==> src/rtl/rgbpw_pkg.sv <==
// ----------------------------------------------------------------------------
// rgbpw_pkg
// Shared types and display-bus command codes for the RGB565 pixel writer.
// ----------------------------------------------------------------------------
package rgbpw_pkg;

   localparam logic [15:0] CMD_COL_ADDR  = 16'h002A;
   localparam logic [15:0] CMD_ROW_ADDR  = 16'h002B;
   localparam logic [15:0] CMD_MEM_WRITE = 16'h002C;

   localparam logic [1:0] REG_START_X = 2'd0;
   localparam logic [1:0] REG_START_Y = 2'd1;
   localparam logic [1:0] REG_END_X   = 2'd2;
   localparam logic [1:0] REG_END_Y   = 2'd3;

   localparam logic [15:0] PANEL_X_LIMIT = 16'd480;
   localparam logic [15:0] PANEL_Y_LIMIT = 16'd320;

   typedef struct packed {
      logic [15:0] x;
      logic [15:0] y;
      logic [15:0] colour;
   } pixel_type;

endpackage

==> src/rtl/rgbpw_word_serializer.sv <==
// ----------------------------------------------------------------------------
// rgbpw_word_serializer
// Holds one converted pixel and plays out its twelve display-bus words through
// a registered output stage.
// ----------------------------------------------------------------------------
module rgbpw_word_serializer (
   input  logic                 clock,
   input  logic                 reset,
   input  logic                 load_valid,
   input  rgbpw_pkg::pixel_type load_pixel,
   output logic                 load_ready,
   output logic                 rsp_valid,
   input  logic                 rsp_ready,
   output logic                 rsp_is_command,
   output logic [15:0]          rsp_bus_value,
   output logic                 rsp_last
);

   localparam logic [3:0] SEQ_COL_CMD = 4'd0;
   localparam logic [3:0] SEQ_XH_0    = 4'd1;
   localparam logic [3:0] SEQ_XL_0    = 4'd2;
   localparam logic [3:0] SEQ_XH_1    = 4'd3;
   localparam logic [3:0] SEQ_XL_1    = 4'd4;
   localparam logic [3:0] SEQ_ROW_CMD = 4'd5;
   localparam logic [3:0] SEQ_YH_0    = 4'd6;
   localparam logic [3:0] SEQ_YL_0    = 4'd7;
   localparam logic [3:0] SEQ_YH_1    = 4'd8;
   localparam logic [3:0] SEQ_YL_1    = 4'd9;
   localparam logic [3:0] SEQ_MEM_CMD = 4'd10;
   localparam logic [3:0] SEQ_COLOUR  = 4'd11;

   logic                 pix_valid_ff, pix_valid_in;
   rgbpw_pkg::pixel_type pix_ff;
   logic [3:0]           idx_ff, idx_in;
   logic                 rsp_valid_ff, rsp_valid_in;
   logic                 rsp_cmd_ff;
   logic [15:0]          rsp_value_ff;
   logic                 rsp_last_ff;

   logic                 out_load, pix_take, pix_done, load_take;
   logic                 word_cmd, word_last;
   logic [15:0]          word_value;

   always_comb begin
      out_load   = !rsp_valid_ff || rsp_ready;
      pix_take   = pix_valid_ff && out_load;
      pix_done   = pix_take && (idx_ff == SEQ_COLOUR);
      load_ready = !pix_valid_ff || pix_done;
      load_take  = load_valid && load_ready;

      pix_valid_in = pix_valid_ff;
      idx_in       = idx_ff;
      if (load_take) begin
         pix_valid_in = 1'b1;
         idx_in       = SEQ_COL_CMD;
      end else if (pix_done) begin
         pix_valid_in = 1'b0;
      end else if (pix_take) begin
         idx_in = idx_ff + 4'd1;
      end

      rsp_valid_in = out_load ? pix_valid_ff : rsp_valid_ff;
   end

   always_comb begin
      word_cmd   = 1'b0;
      word_last  = 1'b0;
      word_value = 16'h0000;
      case (idx_ff)
         SEQ_COL_CMD: begin
            word_cmd   = 1'b1;
            word_value = rgbpw_pkg::CMD_COL_ADDR;
         end
         SEQ_XH_0, SEQ_XH_1: begin
            word_value = {8'h00, pix_ff.x[15:8]};
         end
         SEQ_XL_0, SEQ_XL_1: begin
            word_value = {8'h00, pix_ff.x[7:0]};
         end
         SEQ_ROW_CMD: begin
            word_cmd   = 1'b1;
            word_value = rgbpw_pkg::CMD_ROW_ADDR;
         end
         SEQ_YH_0, SEQ_YH_1: begin
            word_value = {8'h00, pix_ff.y[15:8]};
         end
         SEQ_YL_0, SEQ_YL_1: begin
            word_value = {8'h00, pix_ff.y[7:0]};
         end
         SEQ_MEM_CMD: begin
            word_cmd   = 1'b1;
            word_value = rgbpw_pkg::CMD_MEM_WRITE;
         end
         SEQ_COLOUR: begin
            word_last  = 1'b1;
            word_value = pix_ff.colour;
         end
         default: begin
            word_value = 16'h0000;
         end
      endcase
   end

   always_ff @(posedge clock) begin
      if (reset) begin
         pix_valid_ff <= 1'b0;
         idx_ff       <= SEQ_COL_CMD;
         rsp_valid_ff <= 1'b0;
      end else begin
         pix_valid_ff <= pix_valid_in;
         idx_ff       <= idx_in;
         rsp_valid_ff <= rsp_valid_in;
      end
   end

   always_ff @(posedge clock) begin
      if (load_take) begin
         pix_ff <= load_pixel;
      end
      if (pix_take) begin
         rsp_cmd_ff   <= word_cmd;
         rsp_value_ff <= word_value;
         rsp_last_ff  <= word_last;
      end
   end

   assign rsp_valid      = rsp_valid_ff;
   assign rsp_is_command = rsp_cmd_ff;
   assign rsp_bus_value  = rsp_value_ff;
   assign rsp_last       = rsp_last_ff;

endmodule

==> src/rtl/rgb888_pack_to_rgb565_pixel_writer.sv <==
// ----------------------------------------------------------------------------
// rgb888_pack_to_rgb565_pixel_writer
// Unpacks 24-bit pixels from 16-bit words, converts them to RGB565 and writes
// each in-bounds pixel to the display bus as a twelve-word addressed run.
// ----------------------------------------------------------------------------
// A word is taken in any cycle in which no converted pixel is waiting, and
// also in the cycle its last bus word enters the output register. Every third
// word of a group completes nothing; the other two each complete a pixel, and
// an in-bounds pixel holds the single bus-word output register for twelve
// words. The pixel is loaded into the pixel holding register as the word that
// completes it is taken; its first bus word then enters the output register
// when that is free. Register writes belong between pictures, except start_y
// and end_y, which steer the column wrap from the next pixel on.
module rgb888_pack_to_rgb565_pixel_writer (
   input  logic        clock,
   input  logic        reset,
   input  logic        req_valid,
   output logic        req_ready,
   input  logic [15:0] req_halfword,
   input  logic        req_first,
   output logic        rsp_valid,
   input  logic        rsp_ready,
   output logic        rsp_is_command,
   output logic [15:0] rsp_bus_value,
   output logic        rsp_last,
   input  logic        csr_psel,
   input  logic        csr_penable,
   input  logic        csr_pwrite,
   input  logic [3:0]  csr_paddr,
   input  logic [31:0] csr_pwdata,
   output logic [31:0] csr_prdata,
   output logic        csr_pready
);

   localparam logic [1:0] PH_FIRST  = 2'd0;
   localparam logic [1:0] PH_SECOND = 2'd1;
   localparam logic [1:0] PH_THIRD  = 2'd2;

   logic [15:0] start_x_ff, start_y_ff, end_x_ff, end_y_ff;
   logic [1:0]  phase_ff, phase_in;
   logic [15:0] held_ff, held_in;
   logic [15:0] cur_x_ff, cur_x_in;
   logic [15:0] cur_y_ff, cur_y_in;
   logic [31:0] pairs_left_ff, pairs_left_in;

   logic        csr_write;
   logic [1:0]  csr_index;
   logic        acc;
   logic [15:0] cx, cy, ny, hw;
   logic [1:0]  ph;
   logic [16:0] span_x, span_y;
   logic [33:0] area;
   logic        reversed, count_nz, live, emit, in_bounds;
   logic [31:0] count;
   logic [15:0] colour_a, colour_b;

   rgbpw_pkg::pixel_type pix;
   logic                 pix_load, pix_ready;

   assign csr_pready = 1'b1;
   assign csr_write  = csr_psel && csr_penable && csr_pwrite;
   assign csr_index  = csr_paddr[3:2];

   always_comb begin
      case (csr_index)
         rgbpw_pkg::REG_START_X: csr_prdata = {16'h0000, start_x_ff};
         rgbpw_pkg::REG_START_Y: csr_prdata = {16'h0000, start_y_ff};
         rgbpw_pkg::REG_END_X:   csr_prdata = {16'h0000, end_x_ff};
         rgbpw_pkg::REG_END_Y:   csr_prdata = {16'h0000, end_y_ff};
         default:                csr_prdata = 32'h0000_0000;
      endcase
   end

   always_ff @(posedge clock) begin
      if (reset) begin
         start_x_ff <= 16'd0;
         start_y_ff <= 16'd0;
         end_x_ff   <= 16'd479;
         end_y_ff   <= 16'd319;
      end else if (csr_write) begin
         case (csr_index)
            rgbpw_pkg::REG_START_X: start_x_ff <= csr_pwdata[15:0];
            rgbpw_pkg::REG_START_Y: start_y_ff <= csr_pwdata[15:0];
            rgbpw_pkg::REG_END_X:   end_x_ff   <= csr_pwdata[15:0];
            rgbpw_pkg::REG_END_Y:   end_y_ff   <= csr_pwdata[15:0];
            default:                start_x_ff <= start_x_ff;
         endcase
      end
   end

   always_comb begin
      acc = req_valid && req_ready;

      span_x   = {1'b0, end_x_ff} - {1'b0, start_x_ff} + 17'd1;
      span_y   = {1'b0, end_y_ff} - {1'b0, start_y_ff} + 17'd1;
      area     = span_x * span_y;
      reversed = (end_x_ff < start_x_ff) || (end_y_ff < start_y_ff);
      count    = reversed ? 32'd0 : area[32:1];
      count_nz = !reversed && !((end_x_ff == start_x_ff) && (end_y_ff == start_y_ff));

      cx   = req_first ? start_x_ff : cur_x_ff;
      cy   = req_first ? start_y_ff : cur_y_ff;
      ph   = req_first ? PH_FIRST : phase_ff;
      hw   = req_first ? 16'h0000 : held_ff;
      live = req_first ? count_nz : (pairs_left_ff != 32'd0);

      colour_a = {req_halfword[7:3], hw[15:10], hw[7:3]};
      colour_b = {req_halfword[15:11], req_halfword[7:2], hw[15:11]};

      emit      = live && ((ph == PH_SECOND) || (ph == PH_THIRD));
      in_bounds = (cx <= rgbpw_pkg::PANEL_X_LIMIT) && (cy <= rgbpw_pkg::PANEL_Y_LIMIT);
      ny        = cy + 16'd1;

      pix.x      = cx;
      pix.y      = cy;
      pix.colour = (ph == PH_THIRD) ? colour_b : colour_a;
      pix_load   = acc && emit && in_bounds;

      phase_in      = phase_ff;
      held_in       = held_ff;
      cur_x_in      = cur_x_ff;
      cur_y_in      = cur_y_ff;
      pairs_left_in = pairs_left_ff;

      if (acc) begin
         if (req_first) begin
            phase_in      = PH_FIRST;
            held_in       = 16'h0000;
            cur_x_in      = start_x_ff;
            cur_y_in      = start_y_ff;
            pairs_left_in = count;
         end
         if (live) begin
            held_in = req_halfword;
            case (ph)
               PH_SECOND: phase_in = PH_THIRD;
               PH_THIRD: begin
                  phase_in      = PH_FIRST;
                  pairs_left_in = pairs_left_ff - 32'd1;
               end
               default: phase_in = PH_SECOND;
            endcase
            if (emit) begin
               if (ny > end_y_ff) begin
                  cur_x_in = cx + 16'd1;
                  cur_y_in = start_y_ff;
               end else begin
                  cur_x_in = cx;
                  cur_y_in = ny;
               end
            end
         end
      end
   end

   always_ff @(posedge clock) begin
      if (reset) begin
         phase_ff      <= PH_FIRST;
         held_ff       <= 16'h0000;
         cur_x_ff      <= 16'h0000;
         cur_y_ff      <= 16'h0000;
         pairs_left_ff <= 32'd0;
      end else begin
         phase_ff      <= phase_in;
         held_ff       <= held_in;
         cur_x_ff      <= cur_x_in;
         cur_y_ff      <= cur_y_in;
         pairs_left_ff <= pairs_left_in;
      end
   end

   assign req_ready = pix_ready;

   rgbpw_word_serializer u_serializer (
      .clock          (clock),
      .reset          (reset),
      .load_valid     (pix_load),
      .load_pixel     (pix),
      .load_ready     (pix_ready),
      .rsp_valid      (rsp_valid),
      .rsp_ready      (rsp_ready),
      .rsp_is_command (rsp_is_command),
      .rsp_bus_value  (rsp_bus_value),
      .rsp_last       (rsp_last)
   );

   a_last_is_data: assert property (@(posedge clock) disable iff (reset)
      rsp_valid && rsp_last |-> !rsp_is_command)
      else $error("last word of a run marked as command");

   a_command_code: assert property (@(posedge clock) disable iff (reset)
      rsp_valid && rsp_is_command |->
         (rsp_bus_value == rgbpw_pkg::CMD_COL_ADDR) ||
         (rsp_bus_value == rgbpw_pkg::CMD_ROW_ADDR) ||
         (rsp_bus_value == rgbpw_pkg::CMD_MEM_WRITE))
      else $error("command word carries an unknown code");

   a_pairs_no_rise: assert property (@(posedge clock) disable iff (reset)
      !$past(reset) && !$past(req_valid && req_ready && req_first) |->
         pairs_left_ff <= $past(pairs_left_ff))
      else $error("pair count rose without a picture start");

endmodule
==> config.mk <==
export PLATFORM = sky130hd
export DESIGN_NAME = rgb888_pack_to_rgb565_pixel_writer
export DESIGN_NICKNAME = d
export VERILOG_FILES = /design/src/rtl/rgbpw_pkg.sv /design/src/rtl/rgbpw_word_serializer.sv /design/src/rtl/rgb888_pack_to_rgb565_pixel_writer.sv
export SDC_FILE = /design/constraint.sdc
export NUM_CORES = 1
export LEC_CHECK = 0
export BUFFER_PORTS_ARGS = -buffer_cell sky130_fd_sc_hd__clkbuf_2
export CAP_MARGIN = 10
export CORE_ASPECT_RATIO = 0.75
export CORE_UTILIZATION = 65
export CTS_CLUSTER_DIAMETER = 80
export DETAILED_ROUTE_END_ITERATION = 6
export PLACE_DENSITY = 0.84
export SKIP_LAST_GASP = 1
export SLEW_MARGIN = 20
export SYNTH_ARGS = -nofsm -noshare
export SYNTH_HDL_FRONTEND = slang
export SYNTH_SLANG_ARGS = --single-unit
==> constraint.sdc <==
create_clock -name clock -period 22.7 [get_ports clock]
set_input_delay 6.81 -clock clock [delete_from_list [all_inputs] [get_ports clock]]
set_output_delay 6.81 -clock clock [all_outputs]
set_load 0.02 [all_outputs]
# Word level (Yosys, flattened, before mapping)
# Cells that the tools add are included.
# Widths: inputs -> output; s select.
dict set report classes {
  reduce_logical 35
  eq_ne 18
  n_bitwise 1
  mul 1
  addsub 8
  magnitude_cmp 5
  muxes 25
}
# operator n
set ops {}
lappend ops {{$mux 16} 11}
lappend ops {{$mux 32} 4}
lappend ops {{$pmux 16 s8} 1}
lappend ops {{$pmux 32 s4} 1}
lappend ops {{$add 17x1->17 const B} 2}
lappend ops {{$sub 16x16->17} 2}
lappend ops {{$mul 17x17->33} 1}
lappend ops {{$add 16x1->16 const B} 2}
lappend ops {{$eq 16x16->1} 2}
lappend ops {{$le 16x9->1 const B} 2}
lappend ops {{$lt 16x16->1} 2}
lappend ops {{$reduce_bool 32->1} 1}
lappend ops {{$sub 32x1->32 const B} 1}
lappend ops {{$eq 4x3->1 const B} 4}
lappend ops {{$eq 4x4->1 const B} 4}
lappend ops {{$gt 16x16->1} 1}
lappend ops {{$logic_and 1x1->1} 12}
lappend ops {{$reduce_and 2->1} 5}
lappend ops {{$reduce_or 2->1} 5}
lappend ops {{$eq 4x2->1 const B} 2}
lappend ops {{$eq 2x2->1 const B} 3}
lappend ops {{$mux 1} 5}
lappend ops {{$add 4x1->4 const B} 1}
lappend ops {{$eq 2x1->1 const B} 2}
lappend ops {{10 further kinds} 17}
dict set report word_totals {
  word_cells 111
  reg_bits 213
  in_bits 60
}

# Depth between registers and ports, before layout
dict set report depth {
  depth_word 10
  mapped_depth 38
  depth_no_buf 36
}

# Cells and area by module
# Synthesis repeated with hierarchy kept, for this count alone.
dict set report hier_totals {
  cells_unflattened 2739
  area_unflattened_um2 23482.5
}
# module instances area_each_um2 cells_each seq_area_each_um2
set modules_own_cells {}
lappend modules_own_cells {rgb888_pack_to_rgb565_pixel_writer 1 20505.9 2542 2822.7}
lappend modules_own_cells {rgbpw_word_serializer 1 2976.6 197 2102.0}

# Worst setup path after synthesis
# Ideal clock, no wire load.
dict set report synth_timing {
  path_kind {input port to output port}
  from {in csr_paddr[2]}
  to {out csr_prdata[0]}
  required_time_ns 15.890
  cell_stages 3
  path_slack_ns 7.452
  arrival_ns 8.438
  cell_sequence {buf_1 > buf_1 > mux4_2}
}
dict set report synth_between {
  elab_chain_len 2
  elab_cells_between_ends 5
  cone_classes {eq/ne (3); mux (1); reduce/logical (1)}
}
# element line_no
set synth_lines {}
lappend synth_lines {{start, declared} rgb888_pack_to_rgb565_pixel_writer.sv:29} ;# input logic [3:0] csr_paddr,
lappend synth_lines {{$eq 2x2->1, or another cell as far along} rgb888_pack_to_rgb565_pixel_writer.sv:65} ;# case (csr_index)
lappend synth_lines {{$pmux 32 s4 *} rgb888_pack_to_rgb565_pixel_writer.sv:65}
lappend synth_lines {{end, declared} rgb888_pack_to_rgb565_pixel_writer.sv:31} ;# output logic [31:0] csr_prdata,
# Every way passes the cells marked *; elsewhere a longest branch is shown, timed or not. The select of a mux whose other input is x is not followed.

# Final worst setup path
dict set report layout_timing {
  from {in csr_paddr[2]}
  to {out csr_prdata[4]}
}
# Same word-level chain as after synthesis.

==> flow_metrics.py <==
metrics = {
    "outcome": {
        "outcome": "complete, but fails checks",
        "violations_in_the_final_reports": "design-rule violations",
    },
    "pwr": {
        "clkPwrFrac_pct": 13.8,
        "switchingPower_mw": 1.24,
        "power.share.combinational_pct": 69.1,
        "power.static_leakage_nw": 11.3,
        "net_sw_share_pct": 49.0,
        "p_seq_share_pct": 17.1,
        "ir_drop_v": 0.000160,
        "internal_power_mw": 1.29,
        "power.density_nw_per_um2": 101,
    },
    "critical_path": {
        "cp_data_arrival_time_ps": 8270,
        "critPathLaunchType": "primary input",
        "worstPathRequired_ps": 15890,
        "timing.reg2reg.worst_path_depth": 33,
        "reg2reg_to": "pairs_left_ff[31]$_SDFFE_PP0P_",
        "crit_fanout": 24,
        "timing.critical_path.to_type": "output port",
        "crit_type": "in -> out",
        "worstSetupStartpoint": "csr_paddr[2]",
        "reg2reg_slack_ps": 12520,
        "worst_r2r_startpoint": "start_y_ff[1]$_SDFFE_PP0P_",
    },
    "cells_and_area": {
        "nets": 3246,
        "nFillCells": 2696,
        "synthToLayoutAreaGrowth_pct": 5.92,
        "final_layout_size_suffix_gt1_share_pct": 7.86,
        "most_common_cell_after_layout_fill_and_taps_aside": "inv_1",
        "final_area_um2": 25000,
        "utilization_after_layout_pct": 70.9,
        "multi_input_area_um2": 16600,
        "register_area_um2": 4920,
        "most_frequent_cells_in_the_layout": "inv_1 (421), nand2_1 (400), fa_1 (239)",
    },
    "clock_network": {
        "ctsLongestPathBuffers": 3,
        "ctsHoldBuffers": 0,
        "numCtsBuffers": 20,
        "clock_tree_from_tritoncts": "done",
        "cts_repair_resize_count": 0,
        "clockRootBuffer": "clkbuf_16",
        "worst_skew_pair.late_latency_ps": 530,
        "clock_tree.htree_level_count": 1,
        "cts.sinks": 213,
        "post_cts_buffers": 0,
        "clkSlewWorstSetupHoldPaths_ps": 70,
    },
    "run": {
        "maxCapViolations": 0,
    },
    "die": {
        "core.rowCount": 59,
        "boundary_pins": 113,
        "initial_core_util_pct": 66.9,
        "die_h_um": 167,
        "core_region_area_um2": 35200,
        "die_outline_area_um2": 37000,
        "die_w_um": 222,
    },
    "route": {
        "postRouteWirelength_mm": 65.9,
        "num_vias": 20700,
        "wl_per_cell_um": 20.5,
        "final_antenna_net_count": 0,
        "drt-pass1-iter-count": 7,
        "route.detailed.vias_per_inst": 6.43,
        "drcViolationCount": 5,
        "drt-initial-drc-count": 2496,
    },
    "global_route": {
        "initial_antenna_violation_count": 2,
        "pin_count_of_the_biggest_net_entering_global_routing": 82,
        "grt_overflow_total": 0,
        "grt_first_pass_wirelength_mm": 107,
        "number_of_global_route_vias_before_repair": 20600,
        "grt_usage_pct": 36.0,
    },
    "synthesis": {
        "syn_area_per_cell_um2": 8.56,
        "number_of_standard_cells_after_synthesis": 2751,
        "async_reset_ff_share_pct": 0,
        "synth-edff-count": 66,
        "synth-seq-area-share_pct": 20.9,
        "ys.warnings.count": 0,
        "synthFlopType": "dfxtp_1",
        "yosys.cell_types.count": 84,
        "synthesis.area_um2": 23600,
        "synth.ff_latch_count": 213,
    },
    "sta": {
        "report.final.slew_viol_count": 0,
        "timing_hold_violations_final": 0,
        "report.final.setup_viol": 0,
        "timing.final.crit_period_ps": 15080,
        "maxSlewHeadroom_pct": 24.8,
        "finalCritPeriodShare_pct": 66.4,
        "max_freq_mhz": 66.3,
        "timing.clock.skew_ps": 32.4,
        "worst-slew-pin-transition_ps": 1120,
        "setup-tns-final_ps": 0,
        "grt_setup_unrepaired": "false",
    },
    "placement": {
        "io_buffer_count": 73,
        "dp_hpwl_mm": 49.4,
        "place.gp.congestion": 0.994,
        "detailed_place.area_um2": 24300,
    },
    "min_path": {
        "worstHoldEndpoint": "cur_y_ff[10]$_SDFFE_PP0P_",
        "whs_path_depth": 2,
        "class_of_the_tightest_hold_or_removal_check": "reg -> reg",
        "min_from": "cur_y_ff[10]$_SDFFE_PP0P_",
    },
}
## flip-flops by register name, summed over array words and instances, names as in the netlist, 2 cells and up
register	cells
cur_x_ff	16
cur_y_ff	16
end_x_ff	16
end_y_ff	16
held_ff	11
pairs_left_ff	32
phase_ff	2
start_x_ff	16
start_y_ff	16
u_serializer.idx_ff	4
u_serializer.pix_ff	48
u_serializer.rsp_bus_value	16
## layout make-up
class                   count  area share [%]
flip-flops and latches    213            19.7
clock buffers              26            2.18
repair buffers            108            2.53
multi-input cells        1984            66.4
clock inverters             9           0.471
diodes                      1          0.0100
well taps                 457            2.29
inverters                 422            6.35
## synthesized netlist by cell type (all sizes together), types with 12 or more instances
master / number / area [um2]
mux2: 18 / 203
a22oi: 25 / 188
nand4: 22 / 138
xor2: 16 / 140
o21a: 15 / 113
fa: 239 / 4780
ha: 198 / 2480
buf: 45 / 255
o21ai: 109 / 546
mux2i: 51 / 510
a21o: 12 / 90.1
and2: 100 / 626
a221oi: 12 / 105
a31oi: 22 / 138
nor3: 62 / 338
and3: 16 / 100
xnor2: 52 / 455
clkbuf: 102 / 383
nor2b: 23 / 144
o211ai: 22 / 165
edfxtp: 66 / 1980
a21oi: 139 / 696
inv: 421 / 1580
mux4: 16 / 360
dfxtp: 147 / 2940
nand2: 401 / 1510
nor4: 22 / 153
a211oi: 19 / 148
nand2b: 25 / 156
nand3: 68 / 358
or3: 20 / 141
nor2: 103 / 394
## stage by stage
step,worst slack (ps),std cells,hold WS (ps),power [mW]
after floorplan,7450,2766,431,1.73
after global placement,7640,3184,439,2.10
after detailed placement,7630,3184,448,2.15
after CTS,7620,3219,458,2.50
after global routing,7530,3219,477,2.77
final,7620,3220,457,2.53
## worst max-delay path, cell delays in order
cell and delay, ps:
clkbuf_2 580, mux4_2 670, clkbuf_2 190
## logic make-up (layout without fill, tap and decap cells)
| family | after synthesis | count (layout) | synth area share [%] |
|---|---|---|---|
| adder cells (fa/ha/maj) | 437 | 437 | 30.8 |
| buffers and inverters | 569 | 565 | 9.43 |
| multiplexers | 85 | 85 | 4.56 |
| XOR/XNOR | 68 | 68 | 2.53 |
| AO/OA/AOI/OAI | 483 | 483 | 13.4 |
| AND/OR/NAND/NOR | 894 | 894 | 18.3 |
| other | 2 | 18 | 0.0319 |
| flip-flops | 213 | 213 | 20.9 |
## layer usage
metal	wire [um]	track usage, %
met3	8430	9.58
met5	12	0
met2	29400	56.9
met1	26200	48.9
met4	1880	9.75
## how the worst max path moves through the flow
stage	endpoint	slack [ps]	depth (start not counted)
after detailed placement	csr_prdata[2]	7630	3
final	csr_prdata[4]	7620	3
after global placement	csr_prdata[2]	7640	3
after floorplan	csr_prdata[0]	7450	3
after global routing	csr_prdata[4]	7530	3
after CTS	csr_prdata[2]	7620	3
## power groups by stage
stage,logic (mW),registers [mW],clock network [mW]
2_1_floorplan,1.29,0.435,0
3_3_place_gp,1.66,0.438,0
6_report,1.75,0.433,0.350
4_1_cts,1.72,0.431,0.349
5_1_grt,1.96,0.435,0.367
3_5_place_dp,1.71,0.440,0
No activity file was read; power rests on OpenSTA's default activity.
